`src/rtl/http_request_byte_parser_macros.svh`:
```
`ifndef HTTP_REQUEST_BYTE_PARSER_MACROS_SVH
`define HTTP_REQUEST_BYTE_PARSER_MACROS_SVH

// Same-cycle check: when ante holds, cons must hold on the same edge.
`define HRBP_ASSERT_SAME(label, ante, cons, msg) \
  label: assert property (@(posedge clk) disable iff (!rst_n) (ante) |-> (cons)) \
    else $error(msg);

// Next-cycle check: when ante holds, cons must hold on the following edge.
`define HRBP_ASSERT_NEXT(label, ante, cons, msg) \
  label: assert property (@(posedge clk) disable iff (!rst_n) (ante) |=> (cons)) \
    else $error(msg);

`endif

```
`src/rtl/hrbp_pkg.sv`:
```
`timescale 1ns / 1ps

package hrbp_pkg;

  // default width of the length counters
  localparam int LEN_WIDTH_DEF = 32;

  // field tags
  localparam logic [2:0] FK_NONE    = 3'd0;
  localparam logic [2:0] FK_METHOD  = 3'd1;
  localparam logic [2:0] FK_URI     = 3'd2;
  localparam logic [2:0] FK_VERSION = 3'd3;
  localparam logic [2:0] FK_KEY     = 3'd4;
  localparam logic [2:0] FK_VALUE   = 3'd5;
  localparam logic [2:0] FK_BODY    = 3'd6;

  // committed-field codes
  localparam logic [2:0] FE_NONE    = 3'd0;
  localparam logic [2:0] FE_METHOD  = 3'd1;
  localparam logic [2:0] FE_URI     = 3'd2;
  localparam logic [2:0] FE_VERSION = 3'd3;
  localparam logic [2:0] FE_KEY     = 3'd4;
  localparam logic [2:0] FE_HEADER  = 3'd5;

  // special bytes
  localparam logic [7:0] CH_SP    = 8'h20;
  localparam logic [7:0] CH_CR    = 8'h0D;
  localparam logic [7:0] CH_LF    = 8'h0A;
  localparam logic [7:0] CH_COLON = 8'h3A;
  localparam logic [7:0] CH_PLUS  = 8'h2B;

  // "Content-Length" key
  localparam logic [3:0] KEY_LEN     = 4'd14;
  localparam logic [3:0] KEY_POS_MAX = 4'd15;

  function automatic logic [7:0] key_char(input logic [3:0] idx);
    logic [7:0] ch;
    case (idx)
      4'd0:    ch = "C";
      4'd1:    ch = "o";
      4'd2:    ch = "n";
      4'd3:    ch = "t";
      4'd4:    ch = "e";
      4'd5:    ch = "n";
      4'd6:    ch = "t";
      4'd7:    ch = "-";
      4'd8:    ch = "L";
      4'd9:    ch = "e";
      4'd10:   ch = "n";
      4'd11:   ch = "g";
      4'd12:   ch = "t";
      4'd13:   ch = "h";
      default: ch = 8'h00;
    endcase
    return ch;
  endfunction

  // one result word, packed
  typedef struct packed {
    logic [7:0]  data;
    logic [2:0]  kind;
    logic [2:0]  fend;
    logic        len_hdr;
    logic [31:0] body_len;
    logic [3:0]  state;
    logic        complete;
    logic        error;
  } hrbp_result_t;

endpackage

```
`src/rtl/hrbp_fsm.sv`:
```
`timescale 1ns / 1ps
`include "http_request_byte_parser_macros.svh"

module hrbp_fsm #(
  parameter int LEN_WIDTH = hrbp_pkg::LEN_WIDTH_DEF
) (
  input  logic                 clk,
  input  logic                 rst_n,
  input  logic                 adv,      // byte in stage one moves to the result register
  input  logic [7:0]           byte_in,
  output hrbp_pkg::hrbp_result_t res
);
  import hrbp_pkg::*;

  typedef enum logic [3:0] {
    PH_METHOD   = 4'd0,
    PH_URI      = 4'd1,
    PH_VERSION  = 4'd2,
    PH_KEY      = 4'd3,
    PH_VALUE    = 4'd4,
    PH_VALUE_LF = 4'd5,
    PH_BODY_LF  = 4'd6,
    PH_BODY     = 4'd7,
    PH_COMPLETE = 4'd8,
    PH_ERROR    = 4'd9
  } phase_t;

  typedef enum logic [2:0] {
    NUM_BLANK  = 3'd0,
    NUM_SIGN   = 3'd1,
    NUM_DIGITS = 3'd2,
    NUM_DONE   = 3'd3,
    NUM_BAD    = 3'd4
  } num_t;

  localparam int SUM_W = LEN_WIDTH + 4;
  localparam int EXT_W = LEN_WIDTH + 32;

  phase_t               phase_r, phase_nxt;
  logic                 tok_r, tok_nxt;
  logic [3:0]           key_pos_r, key_pos_nxt;
  logic                 key_mis_r, key_mis_nxt;
  logic [LEN_WIDTH-1:0] dsum_r, dsum_nxt;
  num_t                 dflags_r, dflags_nxt;
  logic [LEN_WIDTH-1:0] len_r, len_nxt;
  logic [LEN_WIDTH-1:0] body_cnt_r, body_cnt_nxt;

  logic [2:0]           kind, fend;
  logic                 len_hdr;
  logic                 is_digit, is_blank;
  logic [SUM_W-1:0]     dsum_ext, dsum_x10;
  logic                 dsum_ovf;
  logic [LEN_WIDTH-1:0] body_inc;
  logic [EXT_W-1:0]     len_ext;

  // byte classes
  assign is_digit = (byte_in >= "0") && (byte_in <= "9");
  assign is_blank = (byte_in == CH_SP) || (byte_in inside {[8'h09:8'h0D]});

  // sum*10 + digit; anything above LEN_WIDTH bits is overflow
  assign dsum_ext = {4'd0, dsum_r};
  assign dsum_x10 = (dsum_ext << 3) + (dsum_ext << 1) + {{(SUM_W-4){1'b0}}, byte_in[3:0]};
  assign dsum_ovf = |dsum_x10[SUM_W-1:LEN_WIDTH];

  // saturating body counter
  assign body_inc = (&body_cnt_r) ? body_cnt_r :
                    body_cnt_r + {{(LEN_WIDTH-1){1'b0}}, 1'b1};

  // parser next state
  always_comb begin
    phase_nxt    = phase_r;
    tok_nxt      = tok_r;
    key_pos_nxt  = key_pos_r;
    key_mis_nxt  = key_mis_r;
    dsum_nxt     = dsum_r;
    dflags_nxt   = dflags_r;
    len_nxt      = len_r;
    body_cnt_nxt = body_cnt_r;
    kind         = FK_NONE;
    fend         = FE_NONE;
    len_hdr      = 1'b0;

    case (phase_r)
      PH_METHOD, PH_URI: begin
        if (byte_in == CH_SP) begin
          fend      = (phase_r == PH_METHOD) ? FE_METHOD : FE_URI;
          tok_nxt   = 1'b0;
          phase_nxt = (phase_r == PH_METHOD) ? PH_URI : PH_VERSION;
        end else begin
          kind    = (phase_r == PH_METHOD) ? FK_METHOD : FK_URI;
          tok_nxt = 1'b1;
        end
      end
      PH_VERSION: begin
        if (byte_in == CH_CR) begin
          // dropped, LF commits the version
        end else if (byte_in == CH_LF) begin
          fend        = FE_VERSION;
          tok_nxt     = 1'b0;
          key_pos_nxt = '0;
          key_mis_nxt = 1'b0;
          dsum_nxt    = '0;
          dflags_nxt  = NUM_BLANK;
          phase_nxt   = PH_KEY;
        end else begin
          kind    = FK_VERSION;
          tok_nxt = 1'b1;
        end
      end
      PH_KEY: begin
        if (byte_in == CH_CR) begin
          tok_nxt   = 1'b0;
          phase_nxt = PH_BODY_LF;
        end else if (byte_in == CH_COLON) begin
          fend       = FE_KEY;
          tok_nxt    = 1'b0;
          dsum_nxt   = '0;
          dflags_nxt = NUM_BLANK;
          phase_nxt  = PH_VALUE;
        end else begin
          kind    = FK_KEY;
          tok_nxt = 1'b1;
          // match against the length key as it arrives
          if (key_pos_r >= KEY_LEN || key_char(key_pos_r) != byte_in) key_mis_nxt = 1'b1;
          if (key_pos_r < KEY_POS_MAX) key_pos_nxt = key_pos_r + 4'd1;
        end
      end
      PH_VALUE: begin
        if (byte_in == CH_SP && !tok_r) begin
          // leading space dropped
        end else if (byte_in == CH_CR) begin
          phase_nxt = PH_VALUE_LF;
        end else begin
          kind    = FK_VALUE;
          tok_nxt = 1'b1;
          // leading decimal number scan
          if (dflags_r == NUM_BLANK && is_blank) begin
            // still in leading blanks
          end else if (dflags_r == NUM_BLANK && byte_in == CH_PLUS) begin
            dflags_nxt = NUM_SIGN;
          end else if (dflags_r == NUM_BLANK || dflags_r == NUM_SIGN ||
                       dflags_r == NUM_DIGITS) begin
            if (is_digit) begin
              if (dsum_ovf) begin
                dflags_nxt = NUM_BAD;
              end else begin
                dsum_nxt   = dsum_x10[LEN_WIDTH-1:0];
                dflags_nxt = NUM_DIGITS;
              end
            end else begin
              dflags_nxt = (dflags_r == NUM_DIGITS) ? NUM_DONE : NUM_BAD;
            end
          end
        end
      end
      PH_VALUE_LF: begin
        if (byte_in == CH_LF) begin
          fend    = FE_HEADER;
          len_hdr = !key_mis_r && (key_pos_r == KEY_LEN);
          if (len_hdr && !(dflags_r == NUM_DIGITS || dflags_r == NUM_DONE)) begin
            phase_nxt = PH_ERROR;
          end else begin
            if (len_hdr) len_nxt = dsum_r;
            tok_nxt     = 1'b0;
            key_pos_nxt = '0;
            key_mis_nxt = 1'b0;
            dsum_nxt    = '0;
            dflags_nxt  = NUM_BLANK;
            phase_nxt   = PH_KEY;
          end
        end else begin
          phase_nxt = PH_ERROR;
        end
      end
      PH_BODY_LF: begin
        if (byte_in == CH_LF) begin
          phase_nxt = (len_r != '0) ? PH_BODY : PH_COMPLETE;
        end else begin
          phase_nxt = PH_ERROR;
        end
      end
      PH_BODY: begin
        kind         = FK_BODY;
        body_cnt_nxt = body_inc;
        if (body_inc >= len_r) phase_nxt = PH_COMPLETE;
      end
      default: begin
        // complete and error are terminal
      end
    endcase
  end

  // result fields reflect the state after this byte
  assign len_ext = {32'd0, len_nxt};

  always_comb begin
    res.data     = byte_in;
    res.kind     = kind;
    res.fend     = fend;
    res.len_hdr  = len_hdr;
    res.body_len = len_ext[31:0];
    res.state    = phase_nxt;
    res.complete = (phase_nxt == PH_COMPLETE);
    res.error    = (phase_nxt >= PH_ERROR);
  end

  // state registers
  always_ff @(posedge clk) begin
    if (!rst_n) begin
      phase_r    <= PH_METHOD;
      tok_r      <= 1'b0;
      key_pos_r  <= '0;
      key_mis_r  <= 1'b0;
      dsum_r     <= '0;
      dflags_r   <= NUM_BLANK;
      len_r      <= '0;
      body_cnt_r <= '0;
    end else if (adv) begin
      phase_r    <= phase_nxt;
      tok_r      <= tok_nxt;
      key_pos_r  <= key_pos_nxt;
      key_mis_r  <= key_mis_nxt;
      dsum_r     <= dsum_nxt;
      dflags_r   <= dflags_nxt;
      len_r      <= len_nxt;
      body_cnt_r <= body_cnt_nxt;
    end
  end

  // checks
  `HRBP_ASSERT_NEXT(a_complete_holds, phase_r == PH_COMPLETE, phase_r == PH_COMPLETE, "left done")
  `HRBP_ASSERT_SAME(a_lenhdr_on_commit, res.len_hdr, res.fend == FE_HEADER, "stray length flag")
  `HRBP_ASSERT_NEXT(a_hold_when_idle, !adv, $stable({phase_r, len_r, dsum_r}), "state moved")
  `HRBP_ASSERT_NEXT(a_body_cnt_hold, phase_r != PH_BODY, $stable(body_cnt_r), "count moved")

endmodule

```
`src/rtl/http_request_byte_parser.sv`:
```
`timescale 1ns / 1ps
// Channel   Dir  Handshake          Payload
// in_       in   in_tvalid/tready   in_tdata: one request byte
// out_      out  out_tvalid/tready  out_tdata: byte, length, state, flags; out_tuser: tags
//
// One word per cycle sustained unless out_ stalls; accepted words go via stage one to out_.
// Throughput is set by the parser state loop, which updates once per byte.
// Stage one holds the accepted byte; the result register holds the tagged word.
// Synchronous active-low reset returns the parser to the method state and empties both stages.
// A stalled output keeps its word; input is still taken while stage one is empty.

module http_request_byte_parser #(
  parameter int LEN_WIDTH = hrbp_pkg::LEN_WIDTH_DEF
) (
  input  logic        clk,
  input  logic        rst_n,
  input  logic        in_tvalid,
  output logic        in_tready,
  input  logic [7:0]  in_tdata,    // [7:0] data_in
  output logic        out_tvalid,
  input  logic        out_tready,
  output logic [47:0] out_tdata,   // [7:0] data_out, [39:8] body_length,
                                   // [43:40] parse_state, [44] complete, [45] error
  output logic [6:0]  out_tuser    // [2:0] field_kind, [5:3] field_end, [6] length_header
);
  import hrbp_pkg::*;

  logic         s1_valid_r;
  logic [7:0]   s1_data_r;
  logic         out_valid_r;
  hrbp_result_t out_res_r;
  hrbp_result_t res;
  logic         out_free;
  logic         s1_adv;

  // handshake
  assign out_free  = !out_valid_r || out_tready;
  assign s1_adv    = s1_valid_r && out_free;
  assign in_tready = !s1_valid_r || out_free;

  // parser core
  hrbp_fsm #(
    .LEN_WIDTH(LEN_WIDTH)
  ) u_fsm (
    .clk    (clk),
    .rst_n  (rst_n),
    .adv    (s1_adv),
    .byte_in(s1_data_r),
    .res    (res)
  );

  // stage valid bits
  always_ff @(posedge clk) begin
    if (!rst_n) begin
      s1_valid_r  <= 1'b0;
      out_valid_r <= 1'b0;
    end else begin
      if (in_tready) s1_valid_r <= in_tvalid;
      if (out_free) out_valid_r <= s1_valid_r;
    end
  end

  // payload registers
  always_ff @(posedge clk) begin
    if (in_tvalid && in_tready) s1_data_r <= in_tdata;
    if (s1_adv) out_res_r <= res;
  end

  // output packing
  assign out_tvalid = out_valid_r;
  assign out_tdata  = {2'b00, out_res_r.error, out_res_r.complete, out_res_r.state,
                       out_res_r.body_len, out_res_r.data};
  assign out_tuser  = {out_res_r.len_hdr, out_res_r.fend, out_res_r.kind};

endmodule
```
`config.mk`:
```
export PLATFORM = sky130hd
export DESIGN_NAME = http_request_byte_parser
export DESIGN_NICKNAME = d
export VERILOG_FILES = /design/src/rtl/hrbp_pkg.sv /design/src/rtl/hrbp_fsm.sv /design/src/rtl/http_request_byte_parser.sv
export VERILOG_INCLUDE_DIRS = /design/src /design/src/rtl
export SDC_FILE = /design/constraint.sdc
export NUM_CORES = 1
export LEC_CHECK = 0
export BUFFER_PORTS_ARGS = -buffer_cell sky130_fd_sc_hd__buf_4
export CORE_UTILIZATION = 45
export CTS_BUF_LIST = sky130_fd_sc_hd__clkbuf_4
export CTS_CLUSTER_SIZE = 20
export DETAILED_ROUTE_END_ITERATION = 8
export HOLD_SLACK_MARGIN = 0.02
export SYNTH_ARGS = -nofsm -noshare
export SYNTH_HDL_FRONTEND = slang
export SYNTH_SLANG_ARGS = --single-unit
```
`constraint.sdc`:
```
create_clock -name clk -period 7.45 [get_ports clk]
set_input_delay 1.49 -clock clk [delete_from_list [all_inputs] [get_ports clk]]
set_output_delay 1.49 -clock clk [all_outputs]
set_load 0.01 [all_outputs]
```
==> results.json, run 1 <==
{
  "dieWidth_um": 159,
  "final_cells": 1612,
  "num_vias": 9063,
  "io_pins": 69,
  "drt-total-wl_um": 27700,
  "cts_sinks": 179,
  "synth.distinct_cells": 84,
  "finalCritPeriodShare": 0.613,
  "grt_usage": 0.221,
  "crit_type": "flip-flop to flip-flop",
  "ys.flop_type": "dfxtp_1",
  "post-route-min-period_ns": 4.57,
  "yosys_register_bits": 179,
  "maxCapViolations": 0,
  "postPlaceCellArea_um2": 11800,
  "place_ws_ns": 2.93,
  "htreeDepth": 4,
  "fin_area_um2": 12100,
  "setup_violations": 0,
  "dr_wl_met2_um": 13500,
  "endpoint_kind": "flip-flop",
  "port_buffers": 66,
  "grt_pass1_vias": 8617,
  "core_area_um2": 24200,
  "hold_class": "flip-flop to flip-flop",
  "cts_tree": "built",
  "total_power_mw": 1.78,
  "die_area_um2": 25400,
  "synth.avg_cell_area_um2": 8.96,
  "synth_async_sr_flop_share": 0,
  "synthCells": 1242,
  "final.fill_count": 2359,
  "outcome": "completed",
  "cp.required_ns": 8.00,
  "slew_headroom": 0.465,
  "rsz0062_at_grt": "no",
  "cts-hold-fix-buffers": 0,
  "drtIter0Drc": 588,
  "drive_above_1_share": 0.122,
  "power.density_nw_per_um2": 147,
  "fmax_mhz": 219,
  "drc": 0,
  "post-place-cells": 1579,
  "clk_pin_slew_ns": 0.17,
  "vias_per_cell": 5.62,
  "final_nets": 1392,
  "p_leak_nw": 5.00,
  "post_cts_resized": 0,
  "startpoint_type": "flip-flop",
  "hpwlAfterDp_um": 20800,
  "tightest_slew_ns": 0.798,
  "cts_buffers": 17,
  "setup_slack_ns": 2.88,
  "die_height_um": 159,
  "reg2reg_slack_ns": 2.88,
  "fin_util": 0.499,
  "start_util": 0.459,
  "place_congestion": 0.905,
  "netlist_area_um2": 11100,
  "yosysSeqAreaShare": 0.377,
  "ys_warn_count": 0,
  "fin_skew_ns": 0.0213,
  "drt-met1-wl_um": 12800,
  "rows": 57,
  "hold_viol_final": 0,
  "firstDrtPassIters": 5,
  "area_growth_pct": 8.85,
  "wl_per_cell_um": 17.2,
  "antenna_found_initial": 1,
  "mostFrequentLayoutCell": "nand2_1",
  "worstPathArrival_ns": 5.11,
  "grt_max_degree": 67,
  "drv_slew": 0,
  "cts-root-buf": "clkbuf_4",
  "hold_slack_ns": 0.510,
  "overflow": 0,
  "highest_layer": "met4",
  "grt_pass1_wl_um": 44900,
  "crit_path_max_fanout": 27,
  "ant_nets": 0,
  "clk_latency_ns": 0.61,
  "cts_buffer_depth": 2,
  "synth_edf_count": 61,
  "fin_setup_tns_ns": 0,
  "wl_met3_um": 992,
  "mostFrequentLayoutCells": "nand2_1, nor2_1, dfxtp_1",
  "post_cts_buffers": 0,
  "ir_drop_mv": 0.112
}
==> sequential cells by signal, summed over array words and instances (netlist names), named ones only <==
signal / flops
u_fsm.key_pos_r: 4
u_fsm.dflags_r: 3
u_fsm.key_mis_r: 1
out_tuser: 7
u_fsm.tok_r: 1
u_fsm.phase_r: 4
u_fsm.body_cnt_r: 32
s1_data_r: 8
u_fsm.len_r: 32
u_fsm.dsum_r: 32
out_tvalid: 1
s1_valid_r: 1
out_tdata: 46
==> logic make-up after synthesis <==
kind of cell,Yosys count,synth area share
compound gates,309,0.192
xor+xnor,94,0.0740
fa+ha+maj,106,0.121
buf+inv,118,0.0447
flops,179,0.377
mux,3,0.00292
other cells,1,0.000337
simple gates,432,0.189
==> power by group <==
group | internal, mW | total [mW] | switching, mW
Combinational | 0.0535 | 0.146 | 0.0928
Clock | 0.182 | 0.576 | 0.395
Sequential | 1.04 | 1.06 | 0.0184
==> synthesized netlist by cell type (11+ instances only) <==
cell | instances | area (µm²)
nor3_1 | 22 | 110
nand3_1 | 31 | 155
ha_1 | 104 | 1300
a21o_1 | 16 | 120
dfxtp_1 | 118 | 2360
xnor2_1 | 51 | 447
o21ai_0 | 70 | 350
and2_1 | 14 | 87.6
xor2_1 | 43 | 377
nor2b_1 | 15 | 93.8
a22o_2 | 25 | 250
nor4_1 | 17 | 106
nor2_1 | 124 | 465
inv_1 | 55 | 206
or3_1 | 11 | 68.8
clkbuf_1 | 42 | 158
nand2_1 | 127 | 477
edfxtp_1 | 61 | 1830
nand4_1 | 26 | 163
o211ai_1 | 13 | 97.6
a211oi_1 | 36 | 270
a21oi_1 | 70 | 350
==> worst max-delay path, stage by stage (launching register included) <==
cell and delay, ns:
edfxtp_1 0.60, fa_1 0.62, inv_1 0.07, fa_1 0.43
nand2b_1 0.19, a21oi_1 0.26, o21ai_1 0.21, o21ai_1 0.33
a31oi_1 0.18, xnor2_1 0.19, or4_4 0.54, nor3_4 0.29
buf_4 0.37, a32o_1 0.21
==> layer usage <==
layer	track usage	up-vias
met5	0	-
met4	0.0555	0
met3	0.0320	31
met2	0.381	184
met1	0.290	4283
li1	-	4565
==> area by class of cell <==
cell class | count | area, µm² | share of cell area
Antenna cell | 1 | 2.50 | 0.000207
Clock buffer | 17 | 128 | 0.0105
Clock inverter | 15 | 166 | 0.0137
Inverter | 58 | 218 | 0.0180
Multi-Input combinational cell | 946 | 6450 | 0.533
Sequential cell | 179 | 4190 | 0.346
Tap cell | 324 | 405 | 0.0335
Timing Repair Buffer | 72 | 541 | 0.0446
==> path summary, 6_finish.rpt <==
| path | start | endpoint | cells after the start |
|---|---|---|---|
| worst max register to register | s1_data_r[3] | u_fsm.dsum_r[4] | 13 |
| worst min register to register | u_fsm.key_mis_r | u_fsm.key_mis_r | 2 |
| worst min-delay path | u_fsm.key_mis_r | u_fsm.key_mis_r | 2 |
| worst max-delay path | s1_data_r[3] | u_fsm.dsum_r[4] | 13 |
(Power assumes the default switching activity.)
==> inputs of run 2 (changes only) <==
ABC_AREA = 1   (was not set)
clock period = 4.33 ns   (was 7.45 ns; I/O delays follow)
==> run 2 against run 1 <==
Effect of this change: critical path depth grew 6; worst hold slack lost 0.091 ns; count of clock-buffer cells in the layout is the same; clock power grew 75%; sequential power grew 74%; fmax grew 16%; sequential share of layout area shrank 2.7 points; die area grew 7.3%; global-route usage grew 3.5 points; first-iteration DRC count grew 38%; final cell count grew 31%; worst setup slack lost 2.5 ns.
==> results.json, run 2 <==
{
  "switching_share": 0.299,
  "synth.distinct_cells": 47,
  "yosysSeqAreaShare": 0.351,
  "grt_pass1_wl_um": 54200,
  "port_buffers": 66,
  "drv_slew": 0,
  "synth_top_cell_by_area": "dfxtp_1",
  "yosysTopAreaCellShare": 0.198,
  "clk_pin_slew_ns": 0.19,
  "total_power_mw": 3.18,
  "die_area_um2": 27200,
  "fmax_mhz": 254,
  "hold_class": "input pin to flip-flop",
  "synth.most_common_cell": "nand2_1",
  "ant_nets": 0,
  "slew_headroom": 0.282,
  "start_util": 0.459,
  "dieWidth_um": 165,
  "synth_edf_count": 61,
  "drt-total-wl_um": 33400,
  "io_pins": 69,
  "drtIter0Drc": 809,
  "ir_drop_mv": 0.171,
  "firstDrtPassIters": 5,
  "drive_above_1_share": 0.0773,
  "cts_tree": "built",
  "cts-root-buf": "clkbuf_4",
  "rows": 59,
  "fin_skew_ns": 0.0353,
  "critPathLaunch": "u_fsm.body_cnt_r[1]",
  "ys_warn_count": 0,
  "clk_latency_ns": 0.61,
  "grt_usage": 0.256,
  "yosys_register_bits": 179,
  "p_leak_nw": 6.47,
  "die_height_um": 165,
  "synth_common_cells": "nand2_1, inv_1, nor2_1",
  "register_area_um2": 4190,
  "cts_buffer_depth": 2,
  "cts_sinks": 179,
  "overflow": 0,
  "wl_met3_um": 1260,
  "highest_layer": "met4",
  "rsz0062_at_grt": "no",
  "synthCells": 1703,
  "outcome": "completed",
  "startpoint_type": "flip-flop",
  "grt_pass1_vias": 10200,
  "post-route-min-period_ns": 3.93,
  "crit_type": "flip-flop to flip-flop",
  "num_vias": 11000,
  "crit_path_max_fanout": 5,
  "synthTopCellsByArea": "dfxtp_1, edfxtp_1, nand2_1",
  "mostFrequentLayoutCells": "nand2_1, inv_1, nor2_1",
  "finalCritPeriodShare": 0.908,
  "fin_setup_tns_ns": 0,
  "place_congestion": 0.997,
  "ys.flop_type": "dfxtp_1",
  "synth_async_sr_flop_share": 0,
  "cp.required_ns": 4.73,
  "synth.avg_cell_area_um2": 7.02,
  "netlist_area_um2": 12000,
  "hpwlAfterDp_um": 25800,
  "endpoint_kind": "flip-flop",
  "final.fill_count": 2640,
  "switchingPower_mw": 0.954,
  "hold_viol_final": 0,
  "drt-met1-wl_um": 15900,
  "area_growth_pct": 9.82,
  "largest_register_ff_count": 46,
  "internal-power_mw": 2.23,
  "seqPwrFrac": 0.577,
  "r2r_start": "u_fsm.body_cnt_r[1]",
  "core_area_um2": 26100,
  "power.density_nw_per_um2": 243,
  "tightest_slew_ns": 1.08,
  "cts_buffers": 17,
  "worstPathArrival_ns": 4.34,
  "p_clk_frac": 0.317,
  "vias_per_cell": 5.24,
  "maxCapViolations": 0,
  "setup_violations": 0,
  "grt_max_degree": 68,
  "worstHoldStart": "in_tdata[6]",
  "final_nets": 1877,
  "mostFrequentLayoutCell": "nand2_1",
  "drc": 0,
  "p_comb_frac": 0.106,
  "wl_per_cell_um": 15.8,
  "antenna_found_initial": 1,
  "dr_wl_met2_um": 15700,
  "multi_input_area_um2": 6560,
  "htreeDepth": 4
}
==> run 2: changes by cell type in the layout (fill, tap and decap cells not counted), sizes merged, moves of 15 or more <==
cell    before  now
a211oi      37    1
a21o        18    0
a21oi       70  183
a22o        31    1
inv         66  280
nand2      127  370
nand3       31   81
nor2       124  189
nor2b       15    0
o21ai       76   93
xnor2       51   18
==> run 2: repair_timing <==
| action | in CTS | in global routing |
|---|---|---|
| buffers inserted | 0 | 1 |
| hold buffers | 0 | 0 |
| endpoints found under the setup margin | 0 | 2 |
| gates resized for setup | 0 | 2 |
==> run 2: final timing paths <==
kind	end	slack, ns	cells after the start
hold reg to reg	u_fsm.key_mis_r	0.51	2
setup reg to reg	out_tdata[45]	0.40	19
setup / recovery	out_tdata[45]	0.40	19
hold / removal	s1_data_r[6]	0.42	1
==> run 2: per-stage QoR <==
stage / hold slack [ns] / worst slack [ns] / utilization / instances / cell area (µm²)
floorplan: 0.445 / 0.350 / - / 1704 / 12000
global placement: 0.476 / 0.401 / 0.491 / 2074 / 12800
detailed placement: 0.487 / 0.316 / 0.491 / 2074 / 12800
CTS: 0.378 / 0.288 / 0.503 / 2106 / 13100
global route: 0.371 / 0.000426 / 0.504 / 2108 / 13100
finish: 0.419 / 0.397 / 0.504 / 2108 / 13100
==> run 2: cell families after synthesis <==
kind of cell,Yosys count,synth area share
xor+xnor,52,0.0381
compound gates,306,0.134
buf+inv,320,0.102
simple gates,739,0.262
fa+ha+maj,106,0.112
other cells,1,0.000314
flops,179,0.351
==> run 2: final cells by class <==
class / instances / area share
Multi-Input combinational cell: 1205 / 0.499
Sequential cell: 179 / 0.320
Inverter: 274 / 0.0784
Timing Repair Buffer: 82 / 0.0479
Tap cell: 335 / 0.0319
Clock inverter: 15 / 0.0129
Clock buffer: 17 / 0.00972
Antenna cell: 1 / 0.000191
==> run 2: worst max-delay path, stage by stage (launching register included) <==
cell     delay [ns]
dfxtp_1        0.42
ha_1           0.25
nand2_1        0.10
nor3_1         0.29
inv_1          0.19
nor4_1         0.46
xor2_1         0.19
nand2_1        0.10
ha_1           0.28
nand2_1        0.06
nor2_1         0.14
nand4_1        0.19
nor2_1         0.21
nand4_1        0.18
nand4_1        0.19
nand3_1        0.08
o21ai_0        0.17
nand2_1        0.13
nand2_1        0.08
nand2_1        0.04
==> run 2: power groups by stage <==
| stage | registers (mW) | clock network, mW | logic, mW |
|---|---|---|---|
| floorplan | 1.88 | 0 | 0.200 |
| global placement | 1.87 | 0 | 0.336 |
| detailed placement | 1.87 | 0 | 0.340 |
| CTS | 1.84 | 1.04 | 0.341 |
| global route | 1.84 | 1.10 | 0.382 |
| finish | 1.84 | 1.01 | 0.337 |
==> run 2: metal layers <==
| layer | vias to the layer above | global-route usage |
|---|---|---|
| met4 | 0 | 0.0642 |
| met2 | 237 | 0.422 |
| met5 | - | 0 |
| met1 | 5080 | 0.356 |
| met3 | 43 | 0.0259 |
| li1 | 5679 | - |
